File: src/rtl/core/pmcf_pkg.sv
// Package for the PNG metadata chunk filter: job type, codes and constants.
// Used by every module of the block and by its checker.
`timescale 1ns / 1ps
`default_nettype none

package pmcf_pkg;

  // Output field layout of m_axis_tdata, lowest bit first.
  localparam int unsigned OUT_TDATA_W = 112;
  localparam int unsigned CNT_OUT_W   = 40;
  localparam int unsigned CHUNK_CNT_W = 16;

  localparam int unsigned OB_BYTE_LSB   = 0;
  localparam int unsigned OB_FIN_BIT    = 8;
  localparam int unsigned OB_STATUS_LSB = 9;
  localparam int unsigned OB_RCHK_LSB   = 11;
  localparam int unsigned OB_RBYT_LSB   = 27;
  localparam int unsigned OB_KEPT_LSB   = 67;

  localparam int unsigned QUEUE_DEPTH = 4;
  localparam int unsigned QIDX_W      = $clog2(QUEUE_DEPTH);

  // Final status codes.
  localparam logic [1:0] ST_OK        = 2'd0;
  localparam logic [1:0] ST_BAD_SIG   = 2'd1;
  localparam logic [1:0] ST_TRUNC_HDR = 2'd2;
  localparam logic [1:0] ST_SHORT_CHK = 2'd3;

  // Signature, first byte in the top bits.
  localparam logic [63:0] PNG_SIG = 64'h8950_4E47_0D0A_1A0A;

  localparam logic [31:0] TAG_IEND = 32'h4945_4E44;
  localparam logic [31:0] TAG_TEXT = 32'h7445_5874;
  localparam logic [31:0] TAG_ZTXT = 32'h7A54_5874;
  localparam logic [31:0] TAG_ITXT = 32'h6954_5874;
  localparam logic [31:0] TAG_TIME = 32'h7449_4D45;
  localparam logic [31:0] TAG_EXIF = 32'h6558_4966;
  localparam logic [31:0] TAG_CABX = 32'h6361_4258;

  typedef enum logic [1:0] {
    KIND_NONE  = 2'd0,
    KIND_BYTE  = 2'd1,
    KIND_BURST = 2'd2
  } pmcf_kind_e;

  // One job per accepted input transaction.
  typedef struct packed {
    pmcf_kind_e              kind;
    logic [63:0]             data;       // burst bytes, first in top bits; single byte in [7:0]
    logic                    finished;
    logic [1:0]              status;
    logic [CHUNK_CNT_W-1:0]  removed_chunks;
    logic [CNT_OUT_W-1:0]    removed_bytes;
    logic [CNT_OUT_W-1:0]    kept_bytes;
  } pmcf_job_t;

  function automatic logic is_drop_tag(logic [31:0] tag);
    return (tag == TAG_TEXT) || (tag == TAG_ZTXT) || (tag == TAG_ITXT) ||
           (tag == TAG_TIME) || (tag == TAG_EXIF) || (tag == TAG_CABX);
  endfunction

endpackage

`default_nettype wire

File: src/rtl/core/pmcf_front.sv
// Front end: parses signature and chunk headers, tracks chunk state and
// counters, and issues one job per input transaction. Depends on pmcf_pkg.
`timescale 1ns / 1ps
`default_nettype none

module pmcf_front #(
  parameter int unsigned COUNT_WIDTH = 40
) (
  input  wire                 clk_i,
  input  wire                 rst_ni,
  input  wire                 item_valid_i,
  input  wire                 cmd_i,
  input  wire  [7:0]          byte_i,
  output logic                item_ready_o,
  input  wire                 job_ready_i,
  output logic                job_valid_o,
  output pmcf_pkg::pmcf_job_t job_o
);
  import pmcf_pkg::*;

  localparam int unsigned SUM_W = COUNT_WIDTH + 2;

  typedef enum logic [4:0] {
    PH_SIG  = 5'b00001,
    PH_HDR  = 5'b00010,
    PH_KEEP = 5'b00100,
    PH_DROP = 5'b01000,
    PH_DONE = 5'b10000
  } phase_e;

  phase_e                 phase_q, phase_d;
  logic [63:0]            hdr_q, hdr_d;
  logic [2:0]             hcnt_q, hcnt_d;
  logic [32:0]            rem_q, rem_d;
  logic                   is_end_q, is_end_d;
  logic [1:0]             status_q, status_d;
  logic [CHUNK_CNT_W-1:0] chk_cnt_q, chk_cnt_d;
  logic [COUNT_WIDTH-1:0] drop_cnt_q, drop_cnt_d;
  logic [COUNT_WIDTH-1:0] kept_cnt_q, kept_cnt_d;

  logic                   accept;
  logic [63:0]            hdr_shift;
  logic [31:0]            chunk_len;
  logic [32:0]            rem_dec;
  logic [SUM_W-1:0]       drop_sum;
  logic [SUM_W-1:0]       kept_sum;
  logic [3:0]             kept_add;
  logic                   fin;
  pmcf_kind_e             kind;
  logic [63:0]            job_data;
  logic [CNT_OUT_W+COUNT_WIDTH-1:0] drop_ext;
  logic [CNT_OUT_W+COUNT_WIDTH-1:0] kept_ext;

  assign accept       = item_valid_i && job_ready_i;
  assign item_ready_o = job_ready_i;

  assign hdr_shift = {hdr_q[55:0], byte_i};
  assign chunk_len = hdr_shift[63:32];
  assign rem_dec   = (rem_q != 33'd0) ? rem_q - 33'd1 : rem_q;
  // Whole dropped chunk is counted once its header is in: length + 12.
  assign drop_sum  = SUM_W'(drop_cnt_q) + SUM_W'(chunk_len) + SUM_W'(12);
  assign kept_sum  = SUM_W'(kept_cnt_q) + SUM_W'(kept_add);

  always_comb begin
    phase_d    = phase_q;
    hdr_d      = hdr_q;
    hcnt_d     = hcnt_q;
    rem_d      = rem_q;
    is_end_d   = is_end_q;
    status_d   = status_q;
    chk_cnt_d  = chk_cnt_q;
    drop_cnt_d = drop_cnt_q;
    kept_add   = 4'd0;
    fin        = 1'b0;
    kind       = KIND_NONE;
    job_data   = 64'd0;

    case (phase_q)
      PH_SIG: begin
        if (cmd_i || (byte_i != PNG_SIG[{~hcnt_q, 3'b000} +: 8])) begin
          fin      = 1'b1;
          status_d = ST_BAD_SIG;
        end else if (hcnt_q == 3'd7) begin
          kind     = KIND_BURST;
          job_data = PNG_SIG;
          kept_add = 4'd8;
          hcnt_d   = 3'd0;
          hdr_d    = 64'd0;
          phase_d  = PH_HDR;
        end else begin
          hcnt_d = hcnt_q + 3'd1;
        end
      end
      PH_HDR: begin
        if (cmd_i) begin
          fin      = 1'b1;
          status_d = hcnt_q[2] ? ST_TRUNC_HDR : ST_OK;
        end else begin
          hdr_d = hdr_shift;
          if (hcnt_q == 3'd7) begin
            hcnt_d   = 3'd0;
            rem_d    = {1'b0, chunk_len} + 33'd4;
            is_end_d = (hdr_shift[31:0] == TAG_IEND);
            if (is_drop_tag(hdr_shift[31:0])) begin
              if (chk_cnt_q != {CHUNK_CNT_W{1'b1}}) begin
                chk_cnt_d = chk_cnt_q + 1'b1;
              end
              drop_cnt_d = (drop_sum[SUM_W-1:COUNT_WIDTH] != '0) ?
                           {COUNT_WIDTH{1'b1}} : drop_sum[COUNT_WIDTH-1:0];
              phase_d    = PH_DROP;
            end else begin
              kind     = KIND_BURST;
              job_data = hdr_shift;
              kept_add = 4'd8;
              phase_d  = PH_KEEP;
            end
          end else begin
            hcnt_d = hcnt_q + 3'd1;
          end
        end
      end
      PH_KEEP, PH_DROP: begin
        if (cmd_i) begin
          fin      = 1'b1;
          status_d = (phase_q == PH_KEEP) ? ST_SHORT_CHK : ST_OK;
        end else begin
          if (phase_q == PH_KEEP) begin
            kind          = KIND_BYTE;
            job_data[7:0] = byte_i;
            kept_add      = 4'd1;
          end
          rem_d = rem_dec;
          if (rem_dec == 33'd0) begin
            if (is_end_q) begin
              fin      = 1'b1;
              status_d = ST_OK;
            end else begin
              phase_d = PH_HDR;
            end
          end
        end
      end
      default: ;
    endcase

    if (fin) begin
      phase_d = PH_DONE;
    end
  end

  assign kept_cnt_d = (kept_sum[SUM_W-1:COUNT_WIDTH] != '0) ?
                      {COUNT_WIDTH{1'b1}} : kept_sum[COUNT_WIDTH-1:0];

  assign drop_ext = {{CNT_OUT_W{1'b0}}, drop_cnt_d};
  assign kept_ext = {{CNT_OUT_W{1'b0}}, kept_cnt_d};

  always_comb begin
    job_o.kind           = kind;
    job_o.data           = job_data;
    job_o.finished       = (phase_d == PH_DONE);
    job_o.status         = (phase_d == PH_DONE) ? status_d : ST_OK;
    job_o.removed_chunks = chk_cnt_d;
    job_o.removed_bytes  = drop_ext[CNT_OUT_W-1:0];
    job_o.kept_bytes     = kept_ext[CNT_OUT_W-1:0];
  end

  assign job_valid_o = accept;

  always_ff @(posedge clk_i or negedge rst_ni) begin
    if (!rst_ni) begin
      phase_q    <= PH_SIG;
      hdr_q      <= 64'd0;
      hcnt_q     <= 3'd0;
      rem_q      <= 33'd0;
      is_end_q   <= 1'b0;
      status_q   <= ST_OK;
      chk_cnt_q  <= '0;
      drop_cnt_q <= '0;
      kept_cnt_q <= '0;
    end else if (accept) begin
      phase_q    <= phase_d;
      hdr_q      <= hdr_d;
      hcnt_q     <= hcnt_d;
      rem_q      <= rem_d;
      is_end_q   <= is_end_d;
      status_q   <= status_d;
      chk_cnt_q  <= chk_cnt_d;
      drop_cnt_q <= drop_cnt_d;
      kept_cnt_q <= kept_cnt_d;
    end
  end

endmodule

`default_nettype wire

File: src/rtl/core/pmcf_queue.sv
// Short job queue between front end and back end.
// Depends on pmcf_pkg for the job type and depth.
`timescale 1ns / 1ps
`default_nettype none

module pmcf_queue (
  input  wire                 clk_i,
  input  wire                 rst_ni,
  input  wire                 push_i,
  input  pmcf_pkg::pmcf_job_t wr_job_i,
  input  wire                 pop_i,
  output pmcf_pkg::pmcf_job_t head_o,
  output logic                empty_o,
  output logic                full_o
);
  import pmcf_pkg::*;

  pmcf_job_t         mem_q [QUEUE_DEPTH];
  logic [QIDX_W-1:0] wr_ptr_q, rd_ptr_q;
  logic [QIDX_W:0]   cnt_q, cnt_d;

  assign empty_o = (cnt_q == '0);
  assign full_o  = (cnt_q == (QIDX_W+1)'(QUEUE_DEPTH));
  assign head_o  = mem_q[rd_ptr_q];

  always_comb begin
    cnt_d = cnt_q;
    if (push_i && !pop_i) begin
      cnt_d = cnt_q + 1'b1;
    end else if (pop_i && !push_i) begin
      cnt_d = cnt_q - 1'b1;
    end
  end

  always_ff @(posedge clk_i) begin
    if (push_i) begin
      mem_q[wr_ptr_q] <= wr_job_i;
    end
  end

  always_ff @(posedge clk_i or negedge rst_ni) begin
    if (!rst_ni) begin
      wr_ptr_q <= '0;
      rd_ptr_q <= '0;
      cnt_q    <= '0;
    end else begin
      cnt_q <= cnt_d;
      if (push_i) begin
        wr_ptr_q <= wr_ptr_q + 1'b1;
      end
      if (pop_i) begin
        rd_ptr_q <= rd_ptr_q + 1'b1;
      end
    end
  end

endmodule

`default_nettype wire

File: src/rtl/core/pmcf_back.sv
// Back end: expands each job into one or eight results and holds them in
// the output register. Depends on pmcf_pkg.
`timescale 1ns / 1ps
`default_nettype none

module pmcf_back (
  input  wire                                clk_i,
  input  wire                                rst_ni,
  input  pmcf_pkg::pmcf_job_t                head_i,
  input  wire                                head_valid_i,
  output logic                               pop_o,
  output logic                               out_valid_o,
  input  wire                                out_ready_i,
  output logic [pmcf_pkg::OUT_TDATA_W-1:0]   out_data_o,
  output logic                               out_user_o,
  output logic                               out_last_o
);
  import pmcf_pkg::*;

  logic [2:0]             idx_q, idx_d;
  logic                   valid_q;
  logic [OUT_TDATA_W-1:0] data_q;
  logic                   user_q;
  logic                   last_q;

  logic                   load;
  logic                   last;
  logic [7:0]             res_byte;
  logic [2:0]             sel;
  logic [OUT_TDATA_W-1:0] res_data;

  assign load = head_valid_i && (!valid_q || out_ready_i);
  assign last = (head_i.kind != KIND_BURST) || (idx_q == 3'd7);
  assign sel  = ~idx_q;   // first burst byte sits in the top bits

  always_comb begin
    case (head_i.kind)
      KIND_BURST: res_byte = head_i.data[{sel, 3'b000} +: 8];
      KIND_BYTE:  res_byte = head_i.data[7:0];
      default:    res_byte = 8'd0;
    endcase
  end

  assign res_data = {5'd0, head_i.kept_bytes, head_i.removed_bytes,
                     head_i.removed_chunks, head_i.status, head_i.finished, res_byte};

  assign pop_o = load && last;
  assign idx_d = load ? (last ? 3'd0 : idx_q + 3'd1) : idx_q;

  always_ff @(posedge clk_i or negedge rst_ni) begin
    if (!rst_ni) begin
      idx_q   <= 3'd0;
      valid_q <= 1'b0;
    end else begin
      idx_q <= idx_d;
      if (load) begin
        valid_q <= 1'b1;
      end else if (out_ready_i) begin
        valid_q <= 1'b0;
      end
    end
  end

  always_ff @(posedge clk_i) begin
    if (load) begin
      data_q <= res_data;
      user_q <= (head_i.kind != KIND_NONE);
      last_q <= last;
    end
  end

  assign out_valid_o = valid_q;
  assign out_data_o  = data_q;
  assign out_user_o  = user_q;
  assign out_last_o  = last_q;

endmodule

`default_nettype wire

File: src/rtl/core/png_metadata_chunk_filter_unit.sv
// Top level of the PNG metadata chunk filter: front end, job queue, back end.
// Depends on pmcf_pkg, pmcf_front, pmcf_queue and pmcf_back.
//
// Usage: s_axis carries one file byte per transaction (tdata) with tuser low;
// a transaction with tuser high marks end of stream. m_axis returns, per input
// transaction, either one result with no byte (tuser low) or one or eight
// byte results (tuser high); tlast marks the last result of that input.
// The 8 signature bytes and the 8 header bytes of each kept chunk leave as a
// burst of eight results; every other kept byte gives one result.
// Each result also carries finished, status and the saturating counters as
// they stand after the input that caused it.
// The first result of an input passes through the job queue and then the
// output register before it shows on m_axis. Input is taken every cycle
// while the 4-entry job queue has room; output runs at one result per cycle
// while the receiver is ready, so a header burst of eight results holds the
// output and the queue fills behind it.
// Reset puts the parser at the signature and clears all counters. When the
// receiver stalls, the output register holds its result, the queue fills and
// s_axis_tready drops once it is full.
`timescale 1ns / 1ps
`default_nettype none

module png_metadata_chunk_filter_unit #(
  parameter int unsigned COUNT_WIDTH = 40
) (
  input  wire                                clk_i,
  input  wire                                rst_ni,
  input  wire                                s_axis_tvalid,
  output logic                               s_axis_tready,
  input  wire  [7:0]                         s_axis_tdata,   // in_byte
  input  wire                                s_axis_tuser,   // cmd
  output logic                               m_axis_tvalid,
  input  wire                                m_axis_tready,
  // out_byte[7:0], finished[8], status[10:9], removed_chunks[26:11],
  // removed_bytes[66:27], kept_bytes[106:67], zero[111:107]
  output logic [pmcf_pkg::OUT_TDATA_W-1:0]   m_axis_tdata,
  output logic                               m_axis_tuser,   // byte_valid
  output logic                               m_axis_tlast    // run_last
);
  import pmcf_pkg::*;

  pmcf_job_t job;
  pmcf_job_t head;
  logic      job_valid;
  logic      q_full;
  logic      q_empty;
  logic      pop;

  pmcf_front #(
    .COUNT_WIDTH (COUNT_WIDTH)
  ) u_front (
    .clk_i        (clk_i),
    .rst_ni       (rst_ni),
    .item_valid_i (s_axis_tvalid),
    .cmd_i        (s_axis_tuser),
    .byte_i       (s_axis_tdata),
    .item_ready_o (s_axis_tready),
    .job_ready_i  (!q_full),
    .job_valid_o  (job_valid),
    .job_o        (job)
  );

  pmcf_queue u_queue (
    .clk_i    (clk_i),
    .rst_ni   (rst_ni),
    .push_i   (job_valid),
    .wr_job_i (job),
    .pop_i    (pop),
    .head_o   (head),
    .empty_o  (q_empty),
    .full_o   (q_full)
  );

  pmcf_back u_back (
    .clk_i        (clk_i),
    .rst_ni       (rst_ni),
    .head_i       (head),
    .head_valid_i (!q_empty),
    .pop_o        (pop),
    .out_valid_o  (m_axis_tvalid),
    .out_ready_i  (m_axis_tready),
    .out_data_o   (m_axis_tdata),
    .out_user_o   (m_axis_tuser),
    .out_last_o   (m_axis_tlast)
  );

endmodule

`default_nettype wire

File: config.mk
export PLATFORM = sky130hd
export DESIGN_NAME = png_metadata_chunk_filter_unit
export DESIGN_NICKNAME = d
export VERILOG_FILES = /design/src/rtl/core/pmcf_pkg.sv /design/src/rtl/core/pmcf_front.sv /design/src/rtl/core/pmcf_queue.sv /design/src/rtl/core/pmcf_back.sv /design/src/rtl/core/png_metadata_chunk_filter_unit.sv
export SDC_FILE = /design/constraint.sdc
export NUM_CORES = 1
export LEC_CHECK = 0
export BUFFER_PORTS_ARGS = -buffer_cell sky130_fd_sc_hd__buf_2
export CAP_MARGIN = 20
export CORE_MARGIN = 2
export CORE_UTILIZATION = 56
export CTS_CLUSTER_DIAMETER = 120
export CTS_CLUSTER_SIZE = 10
export DETAILED_ROUTE_END_ITERATION = 12
export PLACE_DENSITY = 0.76
export SKIP_CTS_REPAIR_TIMING = 1
export SYNTH_ARGS = -nofsm -noshare
export SYNTH_HDL_FRONTEND = slang
export SYNTH_SLANG_ARGS = --single-unit
File: constraint.sdc
create_clock -name clk_i -period 8.3 [get_ports clk_i]
set_input_delay 1.245 -clock clk_i [delete_from_list [all_inputs] [get_ports clk_i]]
set_output_delay 1.245 -clock clk_i [all_outputs]
set_load 0.03 [all_outputs]
Word-level counts from Yosys, hierarchy flattened
Memory sizes are Yosys's and may differ from the RTL's. Cells that the tools add are included.

Register bits after elaboration: 316. Bits in latches: 0. Bits in writable memories: 660. Memory bits (read-only): 0. Bits of input ports: 13. Output and inout port bits: 116. Word-level logic and storage cells: 175. Memories: 1.

Add/sub/neg operators: 12. Multiply operators: 0. Div/mod/pow operators: 0. Order comparisons: 0. Equality and inequality tests: 25. Shift operators: 2. Multiplexer cells: 82. Bitwise logic cells: 3. Reductions and logical operators: 33.

Memories: u_queue.mem_q (depth 4, bits a word 165, rd ports 1, clocked after memory_dff 0, write ports 1, RTL line pmcf_queue.sv:18) `pmcf_job_t mem_q [QUEUE_DEPTH];`.

Operators with widths (number): $mux W64 (5); $mux W40 (6); $eq A32 B31 Y1 const B (7); $pmux W56 S2 (2); $mux W56 (3); $mux W33 (4); $mux W16 (5); $pmux W33 S2 (1); $shiftx A64 B7 Y8 (1); $shiftx A64 B7 Y8 const A (1); $add A42 B4 Y42 const B (1); $add A40 B32 Y41 (1); $add A40 B4 Y41 (1); $mux W5 (8); $add A32 B3 Y33 const B (1); $logic_not A33 Y1 (1); $reduce_bool A33 Y1 (1); $sub A33 B1 Y33 const B (1); $mux W2 (14); $mux W4 (7); $pmux W8 S3 (1); $mux W3 (6); $add A16 B1 Y16 const B (1); $mux W8 (2); other kinds (32) (76).

Longest topological paths before layout
Word-level depth: 13. Mapped depth: 22. Mapped depth without buffers: 19.

Hierarchy
From an unflattened synthesis, not the netlist that was laid out.

Cell total of the unflattened synthesis: 2991. Area total of the unflattened synthesis: 43312.8 µm².

By module, submodules not included: pmcf_queue (times used 1, cells an instance 896, area an instance 24209.5 µm², sequential area each 19994.2 µm²); pmcf_front (times used 1, cells an instance 1877, area an instance 14816.7 µm², sequential area each 4906.0 µm²); pmcf_back (times used 1, cells an instance 216, area an instance 4279.1 µm², sequential area each 3373.2 µm²); png_metadata_chunk_filter_unit (times used 1, cells an instance 2, area an instance 7.5 µm², sequential area each 0.0 µm²).

Worst setup path before layout
No wires, ideal clock.

Kind: input to register. Start point: input m_axis_tready. End point: register u_queue.cnt_q[1]. Library setup time: 0.125 ns. Data arrival time: 8.566 ns. Data required time: 8.175 ns. Path slack: -0.391 ns. Stages: 7. Buffers on the path: 0. Path through: inv_1 a21oi_1 nand2_1 ha_1 inv_1 fa_1 mux2_2.

Longest elaborated chain between the ends: 6. Elaborated cells on any way between the ends: 8. Classes of those cells: mux: 1; reduce/logical: 7.

RTL lines: start: declaration (RTL line png_metadata_chunk_filter_unit.sv:33) `input wire m_axis_tready,`; $logic_or A1 B1 Y1 (RTL line pmcf_back.sv:32) `assign load = head_valid_i && (!valid_q || out_ready_i);`; $logic_and A1 B1 Y1 (RTL line pmcf_back.sv:32); via u_back.load (RTL line pmcf_back.sv:26) `logic load;`; $logic_and A1 B1 Y1 (RTL line pmcf_back.sv:47) `assign pop_o = load && last;`; $logic_not A1 Y1 (RTL line pmcf_queue.sv:28) `if (push_i && !pop_i) begin`; $logic_and A1 B1 Y1 (RTL line pmcf_queue.sv:28); $mux W3 (RTL line pmcf_queue.sv:28); via u_queue.cnt_d[1] (RTL line pmcf_queue.sv:20) `logic [QIDX_W:0] cnt_q, cnt_d;`; end signal: assignment (RTL line pmcf_queue.sv:47) `cnt_q <= cnt_d;`; end: declaration (RTL line pmcf_queue.sv:20).

The timed path passes the listed nets, and every way through them passes these cells. A chain may end at the register's enable or synchronous reset.

Worst setup path in the final report
Start point: input s_axis_tdata[0]. End point: register u_front.kept_cnt_q[37].

Longest elaborated chain between the ends: 13. Elaborated cells on any way between the ends: 21. Classes of those cells: add/sub: 1; eq/ne: 7; mux: 6; reduce/logical: 7.

RTL lines: start: declaration (RTL line png_metadata_chunk_filter_unit.sv:30) `input wire [7:0] s_axis_tdata,`; $eq A32 B31 Y1 (RTL line pmcf_pkg.sv:58) `return (tag == TAG_TEXT) || (tag == TAG_ZTXT) || (tag == TAG_ITXT) ||`; $logic_or A1 B1 Y1 (3 in a row) (RTL line pmcf_pkg.sv:58); $logic_or A1 B1 Y1 (2 in a row) (RTL line pmcf_pkg.sv:59) `(tag == TAG_TIME) || (tag == TAG_EXIF) || (tag == TAG_CABX);`; $mux W4 (RTL line pmcf_front.sv:104) `if (is_drop_tag(hdr_shift[31:0])) begin`; $mux W4 (RTL line pmcf_front.sv:100) `if (hcnt_q == 3'd7) begin`; $mux W4 (RTL line pmcf_front.sv:95) `if (cmd_i) begin`; $pmux W4 S3 * (RTL line pmcf_front.sv:78) `case (phase_q)`; $add A40 B4 Y41 * (RTL line pmcf_front.sv:62) `assign kept_sum = SUM_W'(kept_cnt_q) + SUM_W'(kept_add);`; $reduce_bool A2 Y1 (RTL line pmcf_front.sv:151) `assign kept_cnt_d = (kept_sum[SUM_W-1:COUNT_WIDTH] != '0) ?`; $mux W40 * (RTL line pmcf_front.sv:151); end signal: assignment (RTL line pmcf_front.sv:189) `kept_cnt_q <= kept_cnt_d;`; end: declaration (RTL line pmcf_front.sv:39) `logic [COUNT_WIDTH-1:0] kept_cnt_q, kept_cnt_d;`.

Every way passes the cells marked *; elsewhere a longest branch is shown, timed or not.

==> results.md <==
- Overall Global Routing Usage: 26.4%
- Xor-xnor portion of the synthesized cell area: approximately 3.1%
- Seq cells post-synth: 976
- Largest family of logic cells by synthesized area: simple AND/OR/NAND/NOR gates
- Area share of fa/ha/maj cells after synthesis: 1.65%
- Max_cap viols: 0
- Clock Path Buffers: 3
- Crit-path slowest cell: nor4_1
- Maximum VDD drop: slightly above 0.0003 V
- GRT met3 Usage: 3.53%
- Layout cells sized above 1: between 10 and 15%
- Setup TNS: 0 ns
- Max incr delay on CP: 0.55 ns
- Final #Nets: about 3400
- Port bufs: 123
- Register Area: ~28000 µm²
- CTS buffer count: between 100 and 150
- RSZ-0062 raised after global routing: no
- Min Tclk post-route: between 6 and 7 ns
- Top-Level Pins: 129
- Initial antenna violation count: 0
- DIE AREA: around 80000 µm²
- Routed wire length: 106 mm
- Setup crit start kind: input pin
- HP Start: u_front.rem_q[27]
- Crit Path Max Fanout: between 40 and 50
- Static Leak: 17.9 nW
- Fill count: between 5000 and 6000
- CTS tree: built
- Hold slack: about 0.51 ns
- Status: completed
- FP Rows: 102
- Number of enable flip-flop cells after synthesis: 769
- Seq/Total Area, Yosys: around 64%
- Reg2reg end: u_front.kept_cnt_q[37]
- Number of clock sinks: between 900 and 1000
- Largest net degree at the start of global routing: around 160
- Most Used Layer, Global Route: met2
- Final setup viols: 0
- Crit path kind: input pin to flop
- Arrival @ worst endpoint: 6.56 ns
- DR WL/cell: between 20 and 25 µm
- Gr ovfl total: 0
- Hold endpoint: u_front.rem_q[27]
- Synth Area in Compound Gates: 8.01%
- Fin crit share: between 70% and 80%
- Total power: 0.0142 W
- Root buffer cell: clkbuf_16
- Die X: between 200 and 300 µm
- Dominant synthesized flop cell: edfxtp_1
- Clk_skew: around 0.057 ns
- Syn_area_per_cell: about 14 µm²
- PwrDens: 291 nW/µm²
- Ys async rst share: between 20% and 30%
- Vias per cell: around 6.3
- Synth Area in Simple Gates: approximately 11%
- DR iter-0 viols: about 2700
- Initial core utilization: 56.7%
- Final antenna diode count: 0
- Yosys cell types: 92
- Least-Margin Pin Slew: 1.20 ns
- Area of the multi-input gates: approximately 15000 µm²
- DP Wirelength: about 66 mm
- Antenna-violating nets left: 0
- Post-synthesis cell area: approximately 44000 µm²
- Worst hold path type: flop to flop
- Routability cong.: about 0.93
- Fin util: between 60% and 70%
- Clock Latency Late Sink: roughly 0.68 ns
- FF-to-FF setup slack: roughly 2.4 ns
- Met2 usage: between 40% and 50%
- Fin. max-slew vios: 0
- Core area: around 78000 µm²
- Layout area overhead: 10.9%
- First-pass GRT wire length: about 170 mm
- Most common cell after layout, fill and taps aside: edfxtp_1
- Worst EP required: roughly 8.9 ns
- Vias after detailed routing: between 20000 and 30000
- FF-to-FF path depth: 18
- Mux cell area share after synthesis: under 10%
- Met1 usage: a little under two fifths
- Vias in the first global route: 28000
- Slew headroom: roughly a fifth
- Yosys warns: 0
- FMAX: about 0.17 GHz
- Worst Hold Depth: 2
- Post-synthesis cell count: between 3000 and 4000
- Die Y: 284 µm
- Reg2reg start: u_front.hdr_q[5]
- Final hold violation count: 0
- Crit-path cells: buf_2, nor4_1, nand2_1, nor3_1, a21oi_1, o21ai_1, o21ai_0, ha_1, a31oi_1, nor3_1, buf_4, and3_1, and3_1, nand2_1, or3_1, buf_4, nand2_1, o21ai_0, o21ai_0
- Clk slew on worst S/H paths: approximately 0.060 ns
- CTS H-tree depth: 3
- Post-route DRC: 0
- CP Capture Type: flop
- Most frequent cells in the layout: edfxtp_1 (769), nand2_1 (375), nor2_1 (210)
- First-pass DRT Iterations: 6
how the worst max path moves through the flow:
stage / from / to / slack [ns] / cells past startpoint
after floorplan: m_axis_tready / u_queue.cnt_q[1] / 2.33 / 7
after detailed placement: s_axis_tdata[0] / u_front.kept_cnt_q[37] / 1.65 / 19
final: s_axis_tdata[0] / u_front.kept_cnt_q[37] / 2.29 / 19
after global routing: u_front.hdr_q[5] / u_front.kept_cnt_q[27] / 1.75 / 18
after global placement: s_axis_tdata[0] / u_front.kept_cnt_q[7] / 1.84 / 19
after CTS: s_axis_tdata[0] / u_front.kept_cnt_q[27] / 2.38 / 19
metal layers:
metal  share of wire [%]  vias to the layer above
li1                    -                    12500
met1                  44                    14200
met2                  49                      962
met3                 5.5                      170
met4                 2.2                        0
met5                   0                        -
cells by family (layout without fill, tap and decap cells):
group,count (synthesis),count (layout)
compound gates,582,582
xor+xnor,156,156
fa+ha+maj,57,57
buf+inv,227,408
flops,976,976
mux,206,206
other cells,1,5
simple gates,1015,1015
worst max-delay path, delay by kind of cell:
kind | cells | cell delay [ns]
compound gates | 6 | 1.46
simple gates | 9 | 2.51
buf+inv | 3 | 0.83
fa+ha+maj | 1 | 0.47
synthesized netlist by cell type (30+ instances only):
cell type | number | area share, %
and2_1 | 55 | 0.78
o21ai_0 | 165 | 1.9
nand4_1 | 37 | 0.53
nand2_1 | 375 | 3.2
nand3_1 | 67 | 0.76
edfxtp_1 | 769 | 52
a31oi_1 | 35 | 0.50
nor2b_1 | 31 | 0.44
a21oi_1 | 188 | 2.1
nor3_1 | 59 | 0.67
xnor2_1 | 104 | 2.1
clkbuf_1 | 130 | 1.1
nor4_1 | 30 | 0.43
and3_1 | 36 | 0.51
nor2_1 | 212 | 1.8
mux4_2 | 181 | 9.3
dfrtp_1 | 206 | 12
ha_1 | 55 | 1.6
xor2_1 | 52 | 1.0
inv_1 | 51 | 0.43
flip-flops by register name (all words and copies together) (netlist names), 5 cells and up:
name / flops
u_front.kept_cnt_q: 40
u_front.rem_q: 33
u_front.hdr_q: 56
u_front.phase_q: 5
u_queue.mem_q: 660
u_front.drop_cnt_q: 40
u_front.chk_cnt_q: 16
u_back.out_data_o: 107
report_power, final:
part           switching, W  internal, W  total [W]
registers          0.000341      0.00630    0.00664
logic               0.00206      0.00124    0.00331
clock network       0.00184      0.00245    0.00428
through the flow:
step	area (µm²)	cells	setup slack, ns
after floorplan	44100	3224	2.33
after global placement	45700	4244	1.84
after detailed placement	45700	4244	1.65
after CTS	48800	4444	2.38
after global routing	48900	4445	1.75
final	48900	4445	2.29
final cells by class:
cell class	count	area share, %
timing repair buffer	155	1.96
tap	1040	2.66
sequential	976	57.9
inverter	53	0.407
clock buffer	195	6.20
clock inverter	5	0.215
multi-input combinational	2021	30.7
Power figures use the tool's default switching activity.
